$ cat src/rtl/coe_pkg.sv
// Shared types and constants for the CoAP option encoder.
// Used by the front end, the job queue, the back end and the top level.
`timescale 1ns / 1ps
`default_nettype none

package coe_pkg;

   // Field widths of the request and response payloads.
   localparam int unsigned ByteW = 8;
   localparam int unsigned NumW  = 16;

   // Depth of the queue between the front end and the back end.
   localparam int unsigned QueueDepth = 4;
   localparam int unsigned QueueAw    = $clog2(QueueDepth);
   localparam int unsigned QueueCntW  = QueueAw + 1;

   // A header expands to at most five bytes: nibble byte, two delta and two length bytes.
   localparam int unsigned JobBytes = 5;
   localparam int unsigned JobIdxW  = $clog2(JobBytes);

   // Option delta and length extension thresholds and nibble codes.
   localparam logic [NumW-1:0] Ext8Base    = NumW'(13);
   localparam logic [NumW-1:0] Ext16Base   = NumW'(269);
   localparam logic [3:0]      Ext8Nibble  = 4'd13;
   localparam logic [3:0]      Ext16Nibble = 4'd14;

   // Request commands.
   typedef enum logic [1:0] {
      CmdStart  = 2'd0,
      CmdHeader = 2'd1,
      CmdValue  = 2'd2,
      CmdUnused = 2'd3
   } cmd_type;

   // Kind of work handed from the front end to the back end.
   typedef enum logic [1:0] {
      KindHeader = 2'd0,
      KindValue  = 2'd1,
      KindError  = 2'd2
   } kind_type;

   // One queued job.
   typedef struct packed {
      kind_type              kind;
      logic [NumW-1:0]       delta;
      logic [NumW-1:0]       length;
      logic [ByteW-1:0]      data;
      logic                  last;
   } entry_type;

endpackage : coe_pkg

`default_nettype wire

$ cat src/rtl/coe_front.sv
// Front end of the CoAP option encoder: accepts requests, tracks the option
// number and value count, and queues classified jobs. Depends on coe_pkg.
`timescale 1ns / 1ps
`default_nettype none

module coe_front (
   input  wire logic                   clock,
   input  wire logic                   reset,
   input  wire logic                   req_tvalid,
   output logic                        req_tready,
   input  wire logic [39:0]            req_tdata,  // option_number, value_length, value_byte
   input  wire logic [1:0]             req_tuser,  // command
   output logic                        push,
   output coe_pkg::entry_type          push_entry,
   input  wire logic                   queue_full
);
   import coe_pkg::*;

   logic [NumW-1:0]  prior_ff, prior_in;
   logic [NumW-1:0]  remain_ff, remain_in;
   cmd_type          cmd;
   logic [NumW-1:0]  num;
   logic [NumW-1:0]  len;
   logic [ByteW-1:0] vbyte;
   logic             accept;

   // Unpack the request.
   assign cmd    = cmd_type'(req_tuser);
   assign num    = req_tdata[15:0];
   assign len    = req_tdata[31:16];
   assign vbyte  = req_tdata[39:32];

   assign req_tready = !queue_full;
   assign accept     = req_tvalid && req_tready;

   // Classify the request and work out the state that it leaves behind.
   always_comb begin
      prior_in          = prior_ff;
      remain_in         = remain_ff;
      push              = 1'b0;
      push_entry.kind   = KindError;
      push_entry.delta  = num - prior_ff;
      push_entry.length = len;
      push_entry.data   = vbyte;
      push_entry.last   = 1'b1;
      if (accept) begin
         unique case (cmd)
            CmdStart: begin
               prior_in  = '0;
               remain_in = '0;
            end
            CmdHeader: begin
               push = 1'b1;
               if (num >= prior_ff) begin
                  push_entry.kind = KindHeader;
                  prior_in        = num;
                  remain_in       = len;
               end
            end
            CmdValue: begin
               push = 1'b1;
               if (remain_ff != '0) begin
                  push_entry.kind = KindValue;
                  push_entry.last = (remain_ff == NumW'(1));
                  remain_in       = remain_ff - NumW'(1);
               end
            end
            CmdUnused: begin
            end
         endcase
      end
   end

   // Running option number and outstanding value count.
   always_ff @(posedge clock) begin
      if (reset) begin
         prior_ff  <= '0;
         remain_ff <= '0;
      end else begin
         prior_ff  <= prior_in;
         remain_ff <= remain_in;
      end
   end

endmodule : coe_front

`default_nettype wire

$ cat src/rtl/coe_queue.sv
// Short first-in first-out queue of jobs between the front and back ends.
// Depends on coe_pkg for the entry type and depth.
`timescale 1ns / 1ps
`default_nettype none

module coe_queue (
   input  wire logic               clock,
   input  wire logic               reset,
   input  wire logic               push,
   input  wire coe_pkg::entry_type push_entry,
   output logic                    full,
   input  wire logic               pop,
   output coe_pkg::entry_type      head,
   output logic                    empty
);
   import coe_pkg::*;

   entry_type            mem [QueueDepth];
   logic [QueueAw-1:0]   wr_ff, wr_in;
   logic [QueueAw-1:0]   rd_ff, rd_in;
   logic [QueueCntW-1:0] cnt_ff, cnt_in;
   logic                 do_push;
   logic                 do_pop;

   assign full    = (cnt_ff == QueueCntW'(QueueDepth));
   assign empty   = (cnt_ff == '0);
   assign head    = mem[rd_ff];
   assign do_push = push && !full;
   assign do_pop  = pop && !empty;

   // Pointer and fill count updates.
   always_comb begin
      wr_in  = do_push ? wr_ff + QueueAw'(1) : wr_ff;
      rd_in  = do_pop  ? rd_ff + QueueAw'(1) : rd_ff;
      cnt_in = cnt_ff;
      if (do_push && !do_pop) begin
         cnt_in = cnt_ff + QueueCntW'(1);
      end else if (do_pop && !do_push) begin
         cnt_in = cnt_ff - QueueCntW'(1);
      end
   end

   always_ff @(posedge clock) begin
      if (reset) begin
         wr_ff  <= '0;
         rd_ff  <= '0;
         cnt_ff <= '0;
      end else begin
         wr_ff  <= wr_in;
         rd_ff  <= rd_in;
         cnt_ff <= cnt_in;
      end
   end

   // Storage is written at the tail.
   always_ff @(posedge clock) begin
      if (do_push) begin
         mem[wr_ff] <= push_entry;
      end
   end

endmodule : coe_queue

`default_nettype wire

$ cat src/rtl/coe_back.sv
// Back end of the CoAP option encoder: expands queued jobs into header,
// extension and value bytes and drives the response register. Depends on coe_pkg.
`timescale 1ns / 1ps
`default_nettype none

module coe_back (
   input  wire logic               clock,
   input  wire logic               reset,
   input  wire coe_pkg::entry_type head,
   input  wire logic               empty,
   output logic                    pop,
   output logic                    rsp_tvalid,
   input  wire logic               rsp_tready,
   output logic [7:0]              rsp_tdata,  // out_byte
   output logic                    rsp_tlast,  // last
   output logic [0:0]              rsp_tuser   // error
);
   import coe_pkg::*;

   typedef struct packed {
      logic [3:0]       nib;
      logic [ByteW-1:0] ext0;
      logic [ByteW-1:0] ext1;
      logic [1:0]       n;
   } code_type;

   // Nibble code and extension bytes for an option delta or length.
   function automatic code_type field_code(input logic [NumW-1:0] x);
      code_type        c;
      logic [NumW-1:0] d8;
      logic [NumW-1:0] d16;
      d8     = x - Ext8Base;
      d16    = x - Ext16Base;
      c.ext0 = '0;
      c.ext1 = '0;
      if (x < Ext8Base) begin
         c.nib = x[3:0];
         c.n   = 2'd0;
      end else if (x < Ext16Base) begin
         c.nib  = Ext8Nibble;
         c.ext0 = d8[7:0];
         c.n    = 2'd1;
      end else begin
         c.nib  = Ext16Nibble;
         c.ext0 = d16[15:8];
         c.ext1 = d16[7:0];
         c.n    = 2'd2;
      end
      return c;
   endfunction

   code_type          dcode;
   code_type          lcode;
   logic [ByteW-1:0]  dext [2];
   logic [ByteW-1:0]  lext [2];
   logic [ByteW-1:0]  load_bytes [JobBytes];
   logic [JobIdxW-1:0] load_total;
   logic              load_last;
   logic              load_err;

   logic [ByteW-1:0]  job_bytes_ff [JobBytes];
   logic [JobIdxW-1:0] job_total_ff;
   logic              job_last_ff;
   logic              job_err_ff;
   logic              job_valid_ff, job_valid_in;
   logic [JobIdxW-1:0] job_idx_ff, job_idx_in;
   logic              rsp_valid_ff, rsp_valid_in;
   logic [ByteW-1:0]  rsp_data_ff;
   logic              rsp_last_ff;
   logic              rsp_err_ff;

   logic              emit;
   logic              final_byte;

   // Lay out the bytes of the job at the head of the queue.
   always_comb begin
      dcode      = field_code(head.delta);
      lcode      = field_code(head.length);
      dext[0]    = dcode.ext0;
      dext[1]    = dcode.ext1;
      lext[0]    = lcode.ext0;
      lext[1]    = lcode.ext1;
      for (int i = 0; i < JobBytes; i++) begin
         load_bytes[i] = '0;
      end
      load_total = JobIdxW'(1);
      load_last  = 1'b1;
      load_err   = 1'b0;
      unique case (head.kind)
         KindHeader: begin
            load_bytes[0] = {dcode.nib, lcode.nib};
            for (int k = 0; k < 2; k++) begin
               if (2'(k) < dcode.n) begin
                  load_bytes[JobIdxW'(1 + k)] = dext[k];
               end
            end
            for (int k = 0; k < 2; k++) begin
               if (2'(k) < lcode.n) begin
                  load_bytes[JobIdxW'(1 + k) + JobIdxW'(dcode.n)] = lext[k];
               end
            end
            load_total = JobIdxW'(1) + JobIdxW'(dcode.n) + JobIdxW'(lcode.n);
         end
         KindValue: begin
            load_bytes[0] = head.data;
            load_last     = head.last;
         end
         default: begin
            load_err = 1'b1;
         end
      endcase
   end

   // Emit one byte a cycle whenever the response register is free or draining.
   assign emit       = job_valid_ff && (!rsp_valid_ff || rsp_tready);
   assign final_byte = (job_idx_ff == job_total_ff - JobIdxW'(1));
   assign pop        = !empty && (!job_valid_ff || (emit && final_byte));

   // Job and response control.
   always_comb begin
      job_valid_in = job_valid_ff;
      job_idx_in   = job_idx_ff;
      if (pop) begin
         job_valid_in = 1'b1;
         job_idx_in   = '0;
      end else if (emit && final_byte) begin
         job_valid_in = 1'b0;
      end else if (emit) begin
         job_idx_in = job_idx_ff + JobIdxW'(1);
      end
      if (emit) begin
         rsp_valid_in = 1'b1;
      end else if (rsp_tready) begin
         rsp_valid_in = 1'b0;
      end else begin
         rsp_valid_in = rsp_valid_ff;
      end
   end

   always_ff @(posedge clock) begin
      if (reset) begin
         job_valid_ff <= 1'b0;
         job_idx_ff   <= '0;
         rsp_valid_ff <= 1'b0;
      end else begin
         job_valid_ff <= job_valid_in;
         job_idx_ff   <= job_idx_in;
         rsp_valid_ff <= rsp_valid_in;
      end
   end

   // Job and response payload.
   always_ff @(posedge clock) begin
      if (pop) begin
         job_bytes_ff <= load_bytes;
         job_total_ff <= load_total;
         job_last_ff  <= load_last;
         job_err_ff   <= load_err;
      end
      if (emit) begin
         rsp_data_ff <= job_bytes_ff[job_idx_ff];
         rsp_last_ff <= final_byte && job_last_ff;
         rsp_err_ff  <= job_err_ff;
      end
   end

   assign rsp_tvalid   = rsp_valid_ff;
   assign rsp_tdata    = rsp_data_ff;
   assign rsp_tlast    = rsp_last_ff;
   assign rsp_tuser[0] = rsp_err_ff;

endmodule : coe_back

`default_nettype wire

$ cat src/rtl/coap_option_encoder_core.sv
// CoAP option encoder (RFC 7252 option delta and length encoding), top level.
// Ties together coe_front, coe_queue and coe_back; depends on coe_pkg.
//
// A request is taken every cycle while the four-entry job queue has room.
// Start-message and unused commands produce nothing; every other request
// produces one job. Value bytes and error responses leave at one per cycle
// while the receiver is ready. A header produces one to five bytes (nibble
// byte, zero to two delta bytes, zero to two length bytes) at one byte per
// cycle from the back end, so long headers hold the queue and stall requests
// only once it fills. A request passes through the job queue, the job
// register and the response register before its response is valid. The
// error flag marks a decreasing option number or a surplus value byte; such
// a response carries a zero byte with tlast set.
`timescale 1ns / 1ps
`default_nettype none

module coap_option_encoder_core (
   input  wire logic        clock,
   input  wire logic        reset,
   input  wire logic        req_tvalid,
   output logic             req_tready,
   input  wire logic [39:0] req_tdata,  // option_number, value_length, value_byte
   input  wire logic [1:0]  req_tuser,  // command
   output logic             rsp_tvalid,
   input  wire logic        rsp_tready,
   output logic [7:0]       rsp_tdata,  // out_byte
   output logic             rsp_tlast,  // last
   output logic [0:0]       rsp_tuser   // error
);
   import coe_pkg::*;

   logic      push;
   entry_type push_entry;
   logic      queue_full;
   logic      pop;
   entry_type head;
   logic      queue_empty;

   // Request classification and option state.
   coe_front u_front (
      .clock      (clock),
      .reset      (reset),
      .req_tvalid (req_tvalid),
      .req_tready (req_tready),
      .req_tdata  (req_tdata),
      .req_tuser  (req_tuser),
      .push       (push),
      .push_entry (push_entry),
      .queue_full (queue_full)
   );

   // Job queue between the two halves.
   coe_queue u_queue (
      .clock      (clock),
      .reset      (reset),
      .push       (push),
      .push_entry (push_entry),
      .full       (queue_full),
      .pop        (pop),
      .head       (head),
      .empty      (queue_empty)
   );

   // Byte expansion and response register.
   coe_back u_back (
      .clock      (clock),
      .reset      (reset),
      .head       (head),
      .empty      (queue_empty),
      .pop        (pop),
      .rsp_tvalid (rsp_tvalid),
      .rsp_tready (rsp_tready),
      .rsp_tdata  (rsp_tdata),
      .rsp_tlast  (rsp_tlast),
      .rsp_tuser  (rsp_tuser)
   );

endmodule : coap_option_encoder_core

`default_nettype wire

$ cat config.mk
export PLATFORM = sky130hd
export DESIGN_NAME = coap_option_encoder_core
export DESIGN_NICKNAME = d
export VERILOG_FILES = /design/src/rtl/coe_pkg.sv /design/src/rtl/coe_front.sv /design/src/rtl/coe_queue.sv /design/src/rtl/coe_back.sv /design/src/rtl/coap_option_encoder_core.sv
export SDC_FILE = /design/constraint.sdc
export NUM_CORES = 1
export LEC_CHECK = 0
export BUFFER_PORTS_ARGS = -buffer_cell sky130_fd_sc_hd__buf_4
export CORE_ASPECT_RATIO = 0.8
export CORE_UTILIZATION = 25
export DETAILED_ROUTE_END_ITERATION = 8
export PLACE_DENSITY = 0.39
export SLEW_MARGIN = 30
export SYNTH_ARGS = -nofsm -noshare
export SYNTH_HDL_FRONTEND = slang
export SYNTH_HIERARCHICAL = 1
export SYNTH_SLANG_ARGS = --single-unit
$ cat constraint.sdc
create_clock -name clock -period 5.1 [get_ports clock]
set_clock_uncertainty 0.15 [all_clocks]
set_input_delay 0.51 -clock clock [delete_from_list [all_inputs] [get_ports clock]]
set_output_delay 0.51 -clock clock [all_outputs]
set_load 0.005 [all_outputs]
==> impl_metrics.csv, run 1 <==
group,metric,value,unit
floorplanning,fp.dieW,260,um
global_route,grt_max_degree,48,
layout,final_util,29.5,%
logic_synthesis,synth_edf_count,227,
logic_synthesis,synth-seq-cells,273,
placed_design,placed_cells,1693,
setup_path,crit_required,5260,ps
sta,tns,0,ps
floorplanning,start_util,25.3,%
status,outcome,"complete, no violations",
clock_network,cts_tree,"yes",
placed_design,pre_cts_slack,832,ps
detailed_routing,dr.pass1.iters,5,
setup_path,arrival,4420,ps
sta,hold_violations,0,
setup_path,path_max_fanout,18,
clock_network,clk_path_buf_depth,3,
floorplanning,fp.dieH,208,um
sta,finalHoldWorstSlack,32.7,ps
sta,grt_setup_unrepaired,"no",
detailed_routing,drt_wl_total,34.7,mm
logic_synthesis,syn_area_per_cell,13.4,um^2
logic_synthesis,yosys_warnings,6,
detailed_routing,wl_per_cell,19.6,um
clock_network,clkTransAtPathRegs,60,ps
floorplanning,io_pins,58,
logic_synthesis,synth_area_leader_cell,"edfxtp_1",
hold_path,hp-class,"in -> reg",
setup_path,crit_type,"reg -> reg",
global_route,antenna_found_initial,1,
logic_synthesis,synthTopCellsByArea,"edfxtp_1 (51%), mux4_2 (7.3%), dfxtp_1 (6.9%), ha_1 (3.1%), nor2_1 (2.0%)",
logic_synthesis,syn_nets,1070,
power_and_ir_drop,p_leak,5.16,nW
power_and_ir_drop,vdd_drop_max,0.255,mV
logic_synthesis,yosys.area.top_type_share,51.4,%
layout,drive_above_1_share,19.6,%
logic_synthesis,synth.distinct_cells,85,
layout,fin_nets,1140,
sta,fin_ws,840,ps
detailed_routing,detail_route.vias_per_cell,4.65,
global_route,grt_pass1_vias,8264,
clock_network,cts.sinks,273,
sta,relSlewSlack,39.3,%
sta,tightest_slew,910,ps
floorplanning,coreArea,52500,um^2
setup_path,path_common_cell,"or4_4",
placed_design,dpl.hpwl,24.5,mm
global_route,overflow,0,
placed_design,portBuffers,57,
sta,max_freq,0.235,GHz
global_route,track_usage,12.7,%
setup_path,crit_chain,"buf_4 > mux4_2 > or4_4 > or4_4 > nor2_2 > inv_2 > fa_1 > and2_1",
placed_design,place.gp.congestion,0.862,
setup_path,cpPeakStageDelay,580,ps
power_and_ir_drop,cellPowerDensity,457,nW/um^2
sta,final_max_slew_viol_count,0,
clock_network,htree_levels,1,
floorplanning,dieArea,54000,um^2
clock_network,cts-root-buf,"clkbuf_16",
placed_design,placed_cell_area,14300,um^2
detailed_routing,postRouteAntennaNets,0,
floorplanning,rows,75,
power_and_ir_drop,power.total,7.07,mW
logic_synthesis,synth-main-ff-cell,"edfxtp_1",
detailed_routing,vias,8247,
logic_synthesis,synthesis.area,13300,um^2
clock_network,clkLatencyLatePin,570,ps
setup_path,crit_slowest_cell,"dfxtp_4",
logic_synthesis,yosysSeqAreaShare,58.3,%
hold_path,worstHoldStart,"req_tdata[10]",
flow_run,cap_violations,0,
logic_synthesis,ys_top_cells_by_count,"edfxtp_1 (227), nor2_1 (69), inv_1 (52), dfxtp_1 (46), nand2_1 (46)",
global_route,grt_pass1_wl,52.2,mm
setup_path,cp-start-kind,"flop",
logic_synthesis,async_reset_ff_share,0,%
layout,stdcell_area,15500,um^2
sta,period_share,83.5,%
setup_path,end_kind,"flop",
sta,setup_viol,0,
layout,fin_cells,1773,
sta,finalCriticalPeriod,4260,ps
detailed_routing,drt-initial-drc-count,553,
layout,areaGrowthSynthToFinish,16.6,%
logic_synthesis,yosys.cell_count.top_type,"edfxtp_1",
clock_network,cts-resized-gates,0,
detailed_routing,drc_errors,0,
logic_synthesis,synthCells,988,
clock_network,cts_buffers,30,
layout,antenna_cells,0,
==> registers in the layout, summed over array words and instances (netlist names), 3 cells and up, named ones only <==
| register | cells |
|---|---|
| u_queue/mem | 172 |
| u_back/job_bytes_ff | 40 |
| u_front/prior_ff | 16 |
| u_front/remain_ff | 16 |
| u_back/rsp_tdata | 8 |
| u_back/job_idx_ff | 3 |
| u_back/job_total_ff | 3 |
| u_queue/cnt_ff | 3 |
==> cell usage in the layout, fill, tap and decap left out, drive strengths merged, types with 5 or more instances in the layout <==
master | netlist | routed
edfxtp | 227 | 227
nor2 | 77 | 77
buf | 47 | 75
inv | 55 | 57
nand2 | 49 | 49
dfxtp | 46 | 46
a21oi | 45 | 45
mux4 | 43 | 43
clkbuf | 16 | 39
ha | 33 | 33
o21ai | 31 | 31
dlygate4sd3 | 0 | 26
xor2 | 24 | 24
mux2i | 22 | 22
xnor2 | 22 | 22
o22ai | 18 | 18
a22o | 18 | 18
nor3 | 17 | 17
or3 | 15 | 15
a22oi | 12 | 12
o31ai | 12 | 12
nor2b | 12 | 12
o21a | 11 | 11
nor4 | 11 | 11
nand2b | 10 | 10
nand3b | 9 | 9
a211oi | 9 | 9
clkinv | 0 | 9
or4 | 9 | 9
nand3 | 8 | 8
o32ai | 6 | 6
a221oi | 6 | 6
and2 | 6 | 6
or2 | 5 | 5
nand4 | 5 | 5
==> logic make-up (layout without fill, tap and decap cells) <==
logic type                 count (synthesis)  after routing  synth area share (%)
xor gates and xnor gates                  47             47                  3.21
buffers and inverters                    118            210                  4.89
AOI/OAI and AO/OA                        204            204                  10.9
adders and majority gates                 36             36                  3.56
and+or+nand+nor                          245            245                  10.1
muxes                                     65             65                  8.96
DFF                                      273            273                  58.3
==> path summary, 6_finish.rpt <==
kind	to	slack (ps)	cells after the start
max	u_back/job_total_ff[1]$_SDFFCE_PN0P_	840	8
min	u_front/prior_ff[10]$_SDFFE_PP0P_	30	2
max reg2reg	u_back/job_total_ff[1]$_SDFFCE_PN0P_	840	8
min reg2reg	u_back/rsp_tuser$_DFFE_PP_	270	0
==> where the power goes <==
group,switching [mW],total [mW],internal [mW]
registers,0.148,3.03,2.88
logic,1.24,1.98,0.739
clock network,0.899,2.06,1.16
total,2.29,7.07,4.78
==> critical path, delay by kind of cell (launching register included) <==
family,cells,cell delay [ps]
adders and majority gates,1,490
DFF,1,580
buffers and inverters,2,540
muxes,1,570
and+or+nand+nor,4,1640
==> metal layers <==
metal  wire length (um)  vias to the layer above  global-route usage [%]  share of wire [%]
met3               1530                       54                    2.16                4.4
met4                954                        0                    3.83                2.7
li1                   -                     3904                       -                  -
met2              14800                      171                    18.6                 43
met5                  0                        -                       0                  0
met1              17500                     4118                    19.1                 50
==> final cells by class <==
| class | instances | area (um^2) |
|---|---|---|
| Multi-Input combinational cell | 597 | 4900 |
| Timing Repair Buffer | 101 | 836 |
| Clock buffer | 39 | 806 |
| Fill cell | 5296 | 37000 |
| Sequential cell | 273 | 7740 |
| Clock inverter | 15 | 113 |
| Tap cell | 693 | 867 |
| Inverter | 55 | 206 |
==> repair_timing <==
action / in CTS / in global routing
endpoints found under the hold margin: 62 / 0
setup buffers: 0 / 0
hold buffers: 26 / 0
Note: power is estimated with default switching activity, not from simulation.
==> run 2: changes to the inputs <==
- PLACE_DENSITY: 0.39 -> 0.38
- clock period: 5.1 -> 4.2 ns (I/O delays scaled with it)
==> impl_metrics.csv, run 2 (synthesized netlist as in run 1, its figures left out) <==
group,metric,value,unit
status,outcome,"complete, no violations",
floorplanning,rows,75,
sta,relSlewSlack,45.1,%
sta,tns,0,ps
setup_path,end_kind,"flop",
clock_network,cts.sinks,273,
sta,hold_violations,0,
floorplanning,start_util,25.3,%
clock_network,clk_path_buf_depth,3,
layout,largest_reg_flops,172,
layout,areaGrowthSynthToFinish,19.7,%
setup_path,cpPeakStageDelay,630,ps
power_and_ir_drop,combPwrFrac,27.5,%
layout,fin_nets,1168,
setup_path,path_max_fanout,14,
placed_design,place.gp.congestion,0.852,
clock_network,clkLatencyLatePin,570,ps
floorplanning,fp.dieH,208,um
detailed_routing,wl_met3,1.32,mm
sta,finalCriticalPeriod,3780,ps
clock_network,cts-resized-gates,0,
detailed_routing,detail_route.vias_per_cell,4.59,
detailed_routing,met1_length,18.0,mm
placed_design,placed_cells,1705,
detailed_routing,vias,8273,
power_and_ir_drop,p_leak,5.36,nW
power_and_ir_drop,p_int,6.10,mW
sta,tightest_slew,823,ps
power_and_ir_drop,pwr-share-seq,41.2,%
setup_path,crit_slowest_cell,"dfxtp_2",
detailed_routing,drc_errors,0,
clock_network,cts_buffers,31,
layout,final_cell_mix,"edfxtp_1 (227), buf_4 (82), nor2_1 (69)",
power_and_ir_drop,cellPowerDensity,560,nW/um^2
clock_network,cts-root-buf,"clkbuf_16",
floorplanning,io_pins,58,
layout,top_regs,"u_queue/mem (172), u_back/job_bytes_ff (40)",
placed_design,dpl.hpwl,23.9,mm
setup_path,crit_chain,"buf_4 > mux4_2 > or4_4 > or4_4 > nor2_2 > inv_2 > fa_1 > and2_1",
clock_network,post_cts_buffers,0,
power_and_ir_drop,power.total,8.89,mW
layout,fin_cells,1804,
sta,period_share,90.0,%
global_route,overflow,0,
clock_network,cts_tree,"yes",
global_route,grt_pass1_vias,8433,
sta,finalHoldWorstSlack,102,ps
layout,layout_commonest_cell,"edfxtp_1",
setup_path,cp_top_family,"simple AND/OR/NAND/NOR gates",
clock_network,htree_levels,1,
placed_design,portBuffers,57,
detailed_routing,postRouteAntennaNets,0,
flow_run,cap_violations,0,
global_route,grt_max_degree,48,
setup_path,path_common_cell,"or4_4",
detailed_routing,drt_wl_total,34.4,mm
detailed_routing,top_layer_used,"met4",
power_and_ir_drop,p_sw_share,31.4,%
sta,max_freq,0.264,GHz
setup_path,crit_required,4370,ps
layout,drive_above_1_share,20.9,%
global_route,track_usage,12.8,%
setup_path,arrival,3950,ps
clock_network,clkTransAtPathRegs,60,ps
detailed_routing,wl_met2,14.4,mm
setup_path,crit_type,"reg -> reg",
sta,final_max_slew_viol_count,0,
layout,regMostFlops,"u_queue/mem",
setup_path,path_buf_inv,2,
sta,setup_viol,0,
power_and_ir_drop,p_sw,2.80,mW
detailed_routing,dr.pass1.iters,5,
power_and_ir_drop,vdd_drop_max,0.313,mV
global_route,antenna_found_initial,0,
global_route,grt_pass1_wl,53.0,mm
setup_path,cp-start-kind,"flop",
hold_path,hp-class,"in -> reg",
detailed_routing,wl_per_cell,19.1,um
power_and_ir_drop,pwr-share-clk,31.3,%
floorplanning,fp.dieW,260,um
floorplanning,dieArea,54000,um^2
detailed_routing,drt-initial-drc-count,508,
floorplanning,coreArea,52500,um^2
layout,antenna_cells,0,
sta,grt_setup_unrepaired,"no",
-- run 2: layout make-up --
cell class,instances,area [um^2]
clock buffers,40,840
clock inverters,18,209
fillers,5298,36600
inverters,55,206
multi-input cells,597,4900
flip-flops and latches,273,7740
well taps,693,867
repair buffers,128,1130
-- run 2: per-layer routing --
layer / vias up / global-route usage (%)
met5: - / 0
li1: 3960 / -
met3: 52 / 2.10
met2: 165 / 18.8
met1: 4096 / 19.4
met4: 0 / 3.04
-- run 2: final timing paths --
path                                from                              endpoint  slack [ps]  cells past startpoint
min reg2reg  u_back/job_err_ff$_DFFE_PP_            u_back/rsp_tuser$_DFFE_PP_         270                      0
min                                reset        u_back/rsp_tvalid$_SDFFE_PP0P_         100                      2
max                                 flop  u_back/job_total_ff[1]$_SDFFCE_PN0P_         420                      8
max reg2reg                         flop  u_back/job_total_ff[1]$_SDFFCE_PN0P_         420                      8
-- run 2: worst reg2reg max path, cell delays in order, from the launching register on --
cell and delay, ps:
dfxtp_2 630, buf_4 330, mux4_2 420, or4_4 540
or4_4 470, nor2_2 240, inv_2 140, fa_1 470
and2_1 140
-- run 2: through the flow --
stage	cell area (um^2)	utilization (%)	setup slack (ps)
final	15900	30.3	419
after global routing	15900	30.3	209
after floorplan	13300	-	255
after detailed placement	14400	27.5	394
after global placement	14400	27.5	408
after CTS	15900	30.3	380
-- run 2: power by group through the flow --
stage          clock network [mW]  registers (mW)  logic (mW)
2_1_floorplan                   0            3.65        1.70
3_3_place_gp                    0            3.73        2.45
3_5_place_dp                    0            3.73        2.44
4_1_cts                      2.89            3.67        2.48
5_1_grt                      2.98            3.71        2.69
6_report                     2.78            3.66        2.45
-- run 2: what timing repair did --
item / 4_1_cts / 5_1_grt
setup endpoints to repair: 0 / 0
hold endpoints to repair: 113 / 0
hold buffers: 41 / 0
==> run 3: changes to the inputs <==
- CELL_PAD_IN_SITES_DETAIL_PLACEMENT: unset -> 2
- CELL_PAD_IN_SITES_GLOBAL_PLACEMENT: unset -> 2
- PLACE_DENSITY: 0.38 -> 0.49
==> impl_metrics.csv, run 3 (synthesized netlist as in run 1, its figures left out) <==
group,metric,value,unit
global_route,overflow,0,
floorplanning,dieArea,54000,um^2
global_route,antenna_found_initial,0,
sta,hold_violations,0,
floorplanning,coreArea,52500,um^2
placed_design,dpl.hpwl,27.4,mm
setup_path,end_kind,"flop",
layout,areaGrowthSynthToFinish,19.7,%
power_and_ir_drop,p_int,6.15,mW
power_and_ir_drop,pwr-share-seq,40.5,%
detailed_routing,vias,8485,
detailed_routing,drt_wl_total,38.3,mm
sta,finalCriticalPeriod,3920,ps
status,outcome,"complete, no violations",
setup_path,arrival,4040,ps
clock_network,cts-resized-gates,0,
layout,layout_commonest_cell,"edfxtp_1",
power_and_ir_drop,vdd_drop_max,0.270,mV
floorplanning,fp.dieH,208,um
setup_path,path_buf_inv,1,
floorplanning,fp.dieW,260,um
power_and_ir_drop,power.total,9.08,mW
layout,regMostFlops,"u_queue/mem",
clock_network,clk_path_buf_depth,3,
sta,tightest_slew,895,ps
setup_path,path_common_cell,"o21a_1",
detailed_routing,wl_per_cell,21.2,um
sta,tns,0,ps
sta,period_share,93.2,%
layout,final_util,30.3,%
flow_run,cap_violations,0,
placed_design,placed_cells,1709,
detailed_routing,postRouteAntennaNets,0,
setup_path,path_max_fanout,15,
layout,stdcell_area,15900,um^2
clock_network,cts_tree,"yes",
setup_path,crit_required,4320,ps
global_route,grt_max_degree,48,
floorplanning,rows,75,
hold_path,hp-class,"in -> reg",
layout,fin_nets,1170,
setup_path,cp-start-kind,"flop",
power_and_ir_drop,cellPowerDensity,572,nW/um^2
power_and_ir_drop,p_sw,2.93,mW
placed_design,placed_cell_area,14400,um^2
sta,max_freq,0.255,GHz
layout,fin_cells,1806,
setup_path,crit_chain,"buf_4 > mux4_2 > or4_1 > o21a_1 > nor3_1 > mux2i_1 > o32ai_1 > o21a_1",
clock_network,cts.sinks,273,
floorplanning,io_pins,58,
detailed_routing,drc_errors,0,
clock_network,clkTransAtPathRegs,60,ps
placed_design,pre_cts_slack,270,ps
setup_path,crit_type,"reg -> reg",
sta,setup_viol,0,
detailed_routing,dr.pass1.iters,4,
layout,largest_reg_flops,172,
setup_path,crit_slowest_cell,"or4_1",
layout,final_cell_mix,"edfxtp_1 (227), buf_4 (88), nor2_1 (69)",
clock_network,cts_buffers,34,
sta,grt_setup_unrepaired,"no",
setup_path,cp_top_family,"simple AND/OR/NAND/NOR gates",
power_and_ir_drop,p_leak,5.37,nW
placed_design,place.gp.congestion,0.797,
layout,drive_above_1_share,21.4,%
floorplanning,start_util,25.3,%
detailed_routing,detail_route.vias_per_cell,4.70,
layout,top_regs,"u_queue/mem (172), u_back/job_bytes_ff (40)",
sta,relSlewSlack,39.5,%
global_route,track_usage,14.4,%
clock_network,htree_levels,2,
hold_path,worstHoldStart,"req_tdata[18]",
global_route,grt_pass1_wl,58.7,mm
setup_path,cpPeakStageDelay,660,ps
power_and_ir_drop,combPwrFrac,27.9,%
global_route,grt_pass1_vias,9140,
detailed_routing,drt-initial-drc-count,424,
sta,final_max_slew_viol_count,0,
power_and_ir_drop,pwr-share-clk,31.6,%
layout,antenna_cells,0,
placed_design,portBuffers,57,
sta,fin_ws,285,ps
clock_network,cts-root-buf,"clkbuf_16",
clock_network,clkLatencyLatePin,530,ps
power_and_ir_drop,p_sw_share,32.3,%
sta,finalHoldWorstSlack,24.4,ps
run 3: changes by cell type in the layout (fill, tap and decap cells not counted), moves of 2 or more:
cell           previous run  this run
buf_12                    5         3
clkbuf_16                31        35
dlygate4sd3_1            41        36
buf_4                    82        88
bufinv_16                 4         2
run 3: layer usage:
| metal | GRT usage [%] | share of wire [%] | vias to the layer above |
|---|---|---|---|
| met2 | 22.2 | 45 | 113 |
| met3 | 2.63 | 3.2 | 51 |
| met4 | 3.81 | 2.1 | 0 |
| met1 | 20.5 | 50 | 4358 |
| li1 | - | - | 3963 |
| met5 | 0 | 0 | - |
run 3: worst paths after layout:
path | end | slack, ps | depth (start not counted)
max | u_back/job_bytes_ff[22]$_SDFFCE_PN0P_ | 280 | 8
min | u_queue/mem[3][11]$_DFFE_PP_ | 20 | 1
max reg2reg | u_back/job_bytes_ff[22]$_SDFFCE_PN0P_ | 280 | 8
min reg2reg | u_back/rsp_tuser$_DFFE_PP_ | 270 | 0
run 3: repair_timing:
item,CTS,global route
setup endpoints to repair,0,0
buffers inserted,0,0
endpoints found under the hold margin,96,0
hold buffers,36,0
run 3: power by group through the flow:
| stage | Clock, mW | Combinational [mW] | Sequential (mW) |
|---|---|---|---|
| global placement | 0 | 2.51 | 3.73 |
| CTS | 2.99 | 2.58 | 3.69 |
| global route | 3.08 | 2.78 | 3.72 |
| finish | 2.87 | 2.53 | 3.68 |
| detailed placement | 0 | 2.54 | 3.74 |
| floorplan | 0 | 1.70 | 3.65 |
run 3: layout make-up:
cell class | count | area [um^2]
tap | 693 | 867
timing repair buffer | 127 | 1080
clock buffer | 44 | 940
fill | 5474 | 36600
multi-input combinational | 597 | 4900
sequential | 273 | 7740
inverter | 55 | 206
clock inverter | 17 | 149
